==> config.mk <==
export PLATFORM = sky130hd
export DESIGN_NAME = e2g_arith
export DESIGN_NICKNAME = d
export VERILOG_FILES = /design/src/rtl/e2g_pkg.sv /design/src/rtl/e2g_arith.sv
export SDC_FILE = /design/constraint.sdc
export NUM_CORES = 2
export LEC_CHECK = 0
export BUFFER_PORTS_ARGS = -buffer_cell sky130_fd_sc_hd__buf_2
export CORE_ASPECT_RATIO = 0.8
export CORE_MARGIN = 3
export CORE_UTILIZATION = 65
export CTS_CLUSTER_DIAMETER = 150
export DETAILED_ROUTE_END_ITERATION = 16
export PLACE_DENSITY = 0.83
export SLEW_MARGIN = 10
export SYNTH_ARGS = -nofsm -noshare
export SYNTH_HDL_FRONTEND = slang
export SYNTH_SLANG_ARGS = --single-unit
export TNS_END_PERCENT = 10
==> constraint.sdc <==
create_clock -name clk -period 16.9 [get_ports clk]
set_input_delay 5.07 -clock clk [delete_from_list [all_inputs] [get_ports clk]]
set_output_delay 5.07 -clock clk [all_outputs]
set_load 0.02 [all_outputs]
==> src/rtl/e2g_pkg.sv <==
// Shared types, constants and the arctangent table of the ECEF to geodetic core.
package e2g_pkg;

  // Internal word width and fixed constants of the WGS84 conversion.
  localparam int unsigned WORD_BITS = 64;
  localparam int unsigned NSTEP = 48;
  localparam int unsigned STEP_BITS = 6;
  localparam logic [63:0] HALF_IN = 64'd1 << 46;
  localparam logic [63:0] QUARTER_IN = 64'd1 << 44;
  localparam logic [63:0] A_UM = 64'd6378137000000;
  localparam logic [63:0] E2_Q40 = 64'd7360548640;
  localparam logic [63:0] INVK_Q32 = 64'h0000_0000_9B74_EDA8;
  localparam logic [63:0] INVPI_Q64 = 64'h517C_C1B7_2722_0A95;
  localparam logic [63:0] ONE_Q30 = 64'd1 << 30;
  localparam logic [63:0] ONE_Q60 = 64'd1 << 60;
  localparam logic [63:0] HALF_MM = 64'd500;

  // Reciprocal of 1000 in Q57, rounded up; exact floor division for values below 2^50.
  localparam logic [63:0] RCP_1000_Q57 = 64'd144115188075856;

  // Last step indexes of the shared multiplier, divider and square root.
  localparam logic [6:0] DIV_LAST = 7'd63;
  localparam logic [6:0] FRAC_LAST = 7'd93;
  localparam logic [6:0] SQRT_LAST = 7'd31;
  localparam logic [6:0] MUL_LAST = 7'd4;

  // Register indexes of the configuration port.
  localparam logic REG_TOLERANCE = 1'b0;
  localparam logic REG_ITER_LIMIT = 1'b1;

  // Operations of the shared arithmetic unit.
  typedef enum logic [2:0] {
    OP_MUL30,
    OP_MUL32,
    OP_MUL40,
    OP_MUL57,
    OP_DIV,
    OP_FRAC,
    OP_SQRT
  } arith_op_t;

  typedef struct packed {
    logic      start;
    arith_op_t op;
  } arith_req_t;

  // Sequencer states of the top level.
  typedef enum logic [5:0] {
    ST_IDLE,
    ST_LON_GO, ST_LON_WAIT,
    ST_PMUL_GO, ST_PMUL_WAIT,
    ST_CHECK,
    ST_ZC_GO, ST_ZC_WAIT,
    ST_HYP_GO, ST_HYP_WAIT,
    ST_FRAC_GO, ST_FRAC_WAIT,
    ST_S2_GO, ST_S2_WAIT,
    ST_EW_GO, ST_EW_WAIT,
    ST_SQ_GO, ST_SQ_WAIT,
    ST_RCP_GO, ST_RCP_WAIT,
    ST_V_GO, ST_V_WAIT,
    ST_T_GO, ST_T_WAIT,
    ST_CORR_GO, ST_CORR_WAIT,
    ST_FIN_GO, ST_FIN_WAIT,
    ST_HF_GO, ST_HF_WAIT,
    ST_RND_GO, ST_RND_WAIT,
    ST_OUT
  } state_t;

  typedef logic [63:0] atan_tab_t [NSTEP];

  // Arctangent of 2^-i with half turn = 2^46, built at elaboration from the
  // alternating series and a multiplication by 1/pi.
  function automatic atan_tab_t build_atan();
    atan_tab_t    t;
    logic [63:0]  sum;
    logic [63:0]  term;
    logic [127:0] prod;
    int           i;
    int           k;
    int           e;
    t[0] = QUARTER_IN;
    for (i = 1; i < NSTEP; i++) begin
      sum = 64'd0;
      for (k = 0; k < 32; k++) begin
        e = 62 - i * (2 * k + 1);
        if (e >= 0) begin
          term = (64'd1 << e) / 64'(2 * k + 1);
          if (k % 2 == 1) begin
            sum = sum - term;
          end else begin
            sum = sum + term;
          end
        end
      end
      prod = {64'd0, sum} * {64'd0, INVPI_Q64};
      t[i] = {16'd0, prod[127:80]};
    end
    return t;
  endfunction

  localparam atan_tab_t ATAN_TAB = build_atan();

endpackage

==> src/rtl/e2g_arith.sv <==
// Shared multi-cycle unit: 64x64 multiply with scaling, long division, square root.
module e2g_arith (
  input  logic                   clk,
  input  logic                   rst,
  input  e2g_pkg::arith_req_t    req,
  input  logic [63:0]            a,
  input  logic [63:0]            b,
  output logic [63:0]            res,
  output logic                   done
);
  import e2g_pkg::*;

  arith_op_t    op;
  logic         busy;
  logic [6:0]   cnt;
  logic [6:0]   last;
  logic [63:0]  ra;
  logic [63:0]  rb;
  logic [127:0] acc;
  logic [63:0]  pp;
  logic [1:0]   pp_sh;
  logic         pp_vld;
  logic [63:0]  rem;
  logic [63:0]  dsh;
  logic [63:0]  quo;
  logic         is_mul;
  logic [31:0]  ha;
  logic [31:0]  hb;
  logic [1:0]   hsh;
  logic [64:0]  dr;
  logic         dge;
  logic [65:0]  sr;
  logic [65:0]  strial;
  logic         sge;

  assign is_mul = (op == OP_MUL30) || (op == OP_MUL32) || (op == OP_MUL40) ||
                  (op == OP_MUL57);

  // Half-word selection for the four partial products.
  always_comb begin
    case (cnt[1:0])
      2'd0: begin ha = ra[31:0];  hb = rb[31:0];  hsh = 2'd0; end
      2'd1: begin ha = ra[31:0];  hb = rb[63:32]; hsh = 2'd1; end
      2'd2: begin ha = ra[63:32]; hb = rb[31:0];  hsh = 2'd1; end
      default: begin ha = ra[63:32]; hb = rb[63:32]; hsh = 2'd2; end
    endcase
  end

  // One restoring divide step and one square-root digit step.
  assign dr = {rem, dsh[63]};
  assign dge = (dr >= {1'b0, rb});
  assign sr = {rem, dsh[63:62]};
  assign strial = {quo, 2'b01};
  assign sge = (sr >= strial);

  // Control.
  always_ff @(posedge clk) begin
    if (rst) begin
      busy <= 1'b0;
      done <= 1'b0;
      cnt <= '0;
      pp_vld <= 1'b0;
    end else begin
      done <= 1'b0;
      if (req.start) begin
        busy <= 1'b1;
        cnt <= '0;
        pp_vld <= 1'b0;
      end else if (busy) begin
        cnt <= cnt + 1'b1;
        pp_vld <= is_mul && (cnt < MUL_LAST);
        if (cnt == last) begin
          busy <= 1'b0;
          done <= 1'b1;
        end
      end
    end
  end

  // Datapath.
  always_ff @(posedge clk) begin
    if (req.start) begin
      op <= req.op;
      ra <= a;
      rb <= b;
      acc <= '0;
      rem <= '0;
      dsh <= a;
      quo <= '0;
      case (req.op)
        OP_DIV:  last <= DIV_LAST;
        OP_FRAC: last <= FRAC_LAST;
        OP_SQRT: last <= SQRT_LAST;
        default: last <= MUL_LAST;
      endcase
    end else if (busy) begin
      if (is_mul) begin
        if (cnt < MUL_LAST) begin
          pp <= ha * hb;
          pp_sh <= hsh;
        end
        if (pp_vld) begin
          acc <= acc + ({64'd0, pp} << {pp_sh, 5'd0});
        end
      end else if (op == OP_SQRT) begin
        rem <= sge ? 64'(sr - strial) : sr[63:0];
        quo <= {quo[62:0], sge};
        dsh <= {dsh[61:0], 2'b00};
      end else begin
        rem <= dge ? 64'(dr - {1'b0, rb}) : dr[63:0];
        quo <= {quo[62:0], dge};
        dsh <= {dsh[62:0], 1'b0};
      end
    end
  end

  // Result selection.
  always_comb begin
    case (op)
      OP_MUL30: res = acc[93:30];
      OP_MUL32: res = acc[95:32];
      OP_MUL40: res = acc[103:40];
      OP_MUL57: res = acc[120:57];
      default:  res = quo;
    endcase
  end

endmodule

# After elaboration in Yosys (flattened, before gate mapping)
# Index checks and enable logic that the tools add are counted.
dict set report totals {
  regBits 534
  in_bits 134
  wordCells 70
}
dict set report classes {
  n_addsub 4
  n_mul 1
  order_cmp 3
  eq_ne 11
  shift 1
  n_mux 17
  n_bitwise 3
  n_reduce_logical 16
}
# operator n
set ops {}
lappend ops {{$mux W64} 7}
lappend ops {{$pmux W64 S4} 1}
lappend ops {{$add A128 B128 Y128} 1}
lappend ops {{$shl A64 B7 Y128} 1}
lappend ops {{$sub A64 B64 Y64} 2}
lappend ops {{$ge A66 B66 Y1} 1}
lappend ops {{$ge A65 B64 Y1} 1}
lappend ops {{$mul A32 B32 Y64} 1}
lappend ops {{$mux W32} 2}
lappend ops {{$pmux W7 S3} 1}
lappend ops {{$eq A3 B3 Y1 const B} 4}
lappend ops {{$reduce_or A2 Y1} 4}
lappend ops {{$add A7 B1 Y7 const B} 1}
lappend ops {{$eq A7 B7 Y1} 1}
lappend ops {{$lt A7 B3 Y1 const B} 1}
lappend ops {{$eq A3 B2 Y1 const B} 2}
lappend ops {{$mux W1} 5}
lappend ops {{$pmux W2 S2} 1}
lappend ops {{$reduce_and A2 Y1} 2}
lappend ops {{$reduce_and A4 Y1} 1}
lappend ops {{$eq A3 B1 Y1 const B} 1}
lappend ops {{$logic_not A3 Y1} 1}
lappend ops {{$logic_or A1 B1 Y1} 3}
lappend ops {{$not A1 Y1} 3}
lappend ops {{other kinds (8)} 8}

# Depth between registers and ports, before layout
dict set report logic_depth {
  depth_word 7
  mapped_depth 38
}

# Worst setup path before layout
# OpenSTA, ideal clock, no wires.
dict set report synth_timing {
  kind {reg-to-reg}
  start {register cnt[0]}
  end {register pp[63], data pin}
  arrival_ps 9161
  slack_ps 7473
  path_stages_with_launch 34
  n_path_buf 4
  synth_period_minus_slack_ps 9427
  path_cell_list {dfxtp_1 -> inv_1 -> ha_1 -> nor2_1 -> clkbuf_1 -> clkbuf_1 -> mux2i_1 -> clkbuf_1 -> nor2_1 -> fa_1 -> fa_1 -> fa_1 -> inv_1 -> fa_1 -> inv_1 -> fa_1 -> fa_1 -> fa_1 -> inv_1 -> fa_1 -> inv_1 -> ha_1 -> clkbuf_1 -> and4_1 -> and3_1 -> nand2_1 -> o32ai_1 -> a41o_1 -> nor3b_2 -> o211ai_1 -> a2111oi_2 -> o31ai_1 -> and4_1 -> nor3_1}
}
dict set report synth_between {
  elab_chain_cells 4
  elab_cells_between_ends 8
  classes_between {1 x mul; 2 x eq/ne; 2 x mux; 3 x reduce/logical}
}
# element line_no
set synth_rtl {}
lappend synth_rtl {{start, declared} e2g_arith.sv:15} ;# logic [6:0] cnt;
lappend synth_rtl {{start signal, assigned} e2g_arith.sv:70} ;# cnt <= cnt + 1'b1;
lappend synth_rtl {{$eq A2 B1 Y1, or another cell as far along} e2g_arith.sv:41} ;# case (cnt[1:0])
lappend synth_rtl {{$reduce_or A2 Y1 (no source line)} --}
lappend synth_rtl {{$mux W32} e2g_arith.sv:41}
lappend synth_rtl {{$mul A32 B32 Y64 (*)} e2g_arith.sv:99} ;# pp <= ha * hb;
lappend synth_rtl {{end signal, assigned} e2g_arith.sv:99}
lappend synth_rtl {{end, declared} e2g_arith.sv:20} ;# logic [63:0] pp;
# Mark *: on every way between the ends. The rest lies on a longest branch, timed or not.
# A chain may end at the register's enable or synchronous reset.

# Worst setup path after layout
dict set report layout_timing {
  start {register cnt[0]}
  end {register pp[60], data pin}
}
# The elaborated chain is that of the path after synthesis.

==> run summary <==
CTS buffer count - 55
Root Buffer - clkbuf_16
Global placer's final weighted congestion - 1.07
Final nets - 9836
Die outline width - 376 µm
CP endpoint kind - flip-flop
Synth Area in XOR/XNOR - 3.60%
Largest net degree at the start of global routing - 122
FF-to-FF setup slack - 5.53 ns
Placed cell count - 9647
Slew Limit Fails - 0
Yosys warns - 0
Setup crit start kind - flip-flop
Vias per cell - 6.59
# hold bufs at CTS - 0
Final Setup Violations - 0
Final period util - 67.3%
Main synth FF type - edfxtp_1
Max cap viols - 0
Gate count after technology mapping - 8399
Final ANT Viol Nets - 0
Die height - 302 µm
Hold Path Sink - acc[23]
Number of distinct library cells after synthesis - 92
CP max stage delay - 0.98 ns
1st-iter DRT viols - 9067
Global route total overflow - 0
Final min period - 11.37 ns
Worst setup margin - 5.53 ns
Worst Reg-to-Reg Cells - 31
Seq/Total Area, Yosys - 18.5%
Setup TNS - 0 ns
GRT Total Usage - 46.5%
Detailed placement HPWL - 208 mm
Commonest non-fill, non-tap cell in the layout - nand2_1
Slowest-stage cell, CP - mux2i_4
P&R area growth vs syn - 5.69%
Mux contribution to synthesized area - 5.01%
Clock Latency Late Sink - 0.70 ns
Drt wl/cell - 27.2 µm
Initial Utilization - 66.2%
Worst EP arrival - 11.78 ns
Vias in the first global route - 62950
Drt pass-1 iters - 10
First-pass GRT wire length - 393 mm
Initial antenna violation count - 11
Reg clk slew, reported paths - 0.07 ns
FF-to-FF Start - cnt[0]
Hold Path Origin - acc[23]
H-tree levels - 2
Routed wire length - 265 mm
# Post-CTS Setup Buffers - 0
Synth Area per Inst - 8.48 µm²
Crit Path Category - reg2reg
DR vias - 64286
CTS sink count - 524
Least-Margin Pin Slew - 1.28 ns
Fmax - 87.9 MHz
Hold depth - 2
HP Class - reg2reg
CP most frequent cell - fa_1
CP required - 17.31 ns
Synth Area in Simple Gates - 15.6%
CTS tree - built
Worst Path Max Fanout - 49
Share of cells above drive strength 1 - 7.61%
DRC viols - 0
Async SR Flop Fraction - 0%
Core area - 108000 µm²
Top Ports - 199
Input/output buffers - 198
Longest Clk Path Bufs - 3
Fillers - 8457
Largest family of logic cells by synthesized area - adder cells
Number of synthesized flops with an enable pin - 265
Post-cts resize count - 0
Post-Place Setup Slack - 5.99 ns
Final Hold Fails - 0
DIE AREA - 114000 µm²
RR Endpoint - pp[60]
Status - completed
Commonest cells after routing, fill and taps aside - 1153 x nand2_1, 1114 x inv_1, 935 x nor2_1
Compound-Gate Fraction of Synth Area - 14.5%
Post-Synth Adder-Cell Area - 34.3%
Post-Syn Area - 71200 µm²
Fin cells - 9761
Slew HR - 14.0%
Syn nets - 9948
Flops & latches, synth - 524
Row count - 107
RSZ-0062 raised after global routing - false
Final setup skew - 0.0515 ns
WHS - 0.458 ns
[sequential cells by signal, summed over array words and instances (netlist names), 2 cells and up]
name   count
pp_sh      2
rb        64
acc      121
last       4
ra        64
dsh       64
pp        64
rem       64
cnt        7
quo       64
op         3
[cell type report]
type	instances	area [µm²]	share of cell area, %
flip-flops and latches	524	13100	17.5
repair buffers	302	1780	2.37
clock inverters	37	384	0.511
clock buffers	66	1490	1.98
well taps	1417	1770	2.36
diodes	11	27.5	0.0366
inverters	1116	4190	5.57
multi-input cells	6288	52400	69.7
[worst max path at each step]
stage,to,slack (ns),from
floorplan,pp[63],7.47,cnt[0]
global placement,pp[63],6.25,cnt[0]
detailed placement,pp[60],5.99,cnt[0]
CTS,pp[60],5.88,cnt[0]
global route,pp[60],5.16,cnt[0]
finish,pp[60],5.53,cnt[0]
[cell families (layout without fill, tap and decap cells)]
kind of cell | after synthesis | in the layout
simple gates | 2624 | 2624
flops | 524 | 524
other cells | 0 | 11
fa+ha+maj | 1415 | 1415
mux | 271 | 271
xor+xnor | 293 | 293
compound gates | 1685 | 1685
buf+inv | 1587 | 1521
[critical path, delay by kind of cell (launching register included)]
family	cells	cell delay (ns)
muxes	1	0.98
adders and majority gates	10	4.70
buffers and inverters	6	1.17
AOI/OAI and AO/OA	11	2.77
DFF	1	0.48
xor gates and xnor gates	1	0.09
and+or+nand+nor	2	0.80
[layer usage]
layer | up-vias | GRT usage (%) | wire (µm)
li1 | 27530 | - | -
met1 | 31000 | 62.8 | 98700
met2 | 4809 | 63.6 | 104000
met3 | 927 | 22.5 | 48000
met4 | 20 | 19.4 | 13600
met5 | - | 2.10 | 453
[cells in the mapped netlist (77+ instances only)]
cell type	n	area (µm²)
xnor2_1	177	1550
nor2_1	942	3540
mux2i_1	162	1620
nand3_1	77	385
fa_1	898	18000
nand2_1	1157	4340
nand4_1	115	719
a21o_1	151	1130
inv_1	1115	4190
ha_1	517	6470
edfxtp_1	265	7960
o21ai_0	360	1800
clkbuf_1	401	1510
xor2_1	116	1020
a21oi_1	642	3210
o211ai_1	80	601
dfxtp_1	259	5180
[per-stage QoR]
stage	cell area (µm²)	utilization (%)
6_report	75200	70.0
5_1_grt	75200	70.0
4_1_cts	75200	70.0
3_5_place_dp	73300	68.2
3_3_place_gp	73300	68.2
2_1_floorplan	71200	-
Power is left out: the tool's default activity adds up to more than one toggle a clock period on the data nets, which glitch-free logic cannot reach.
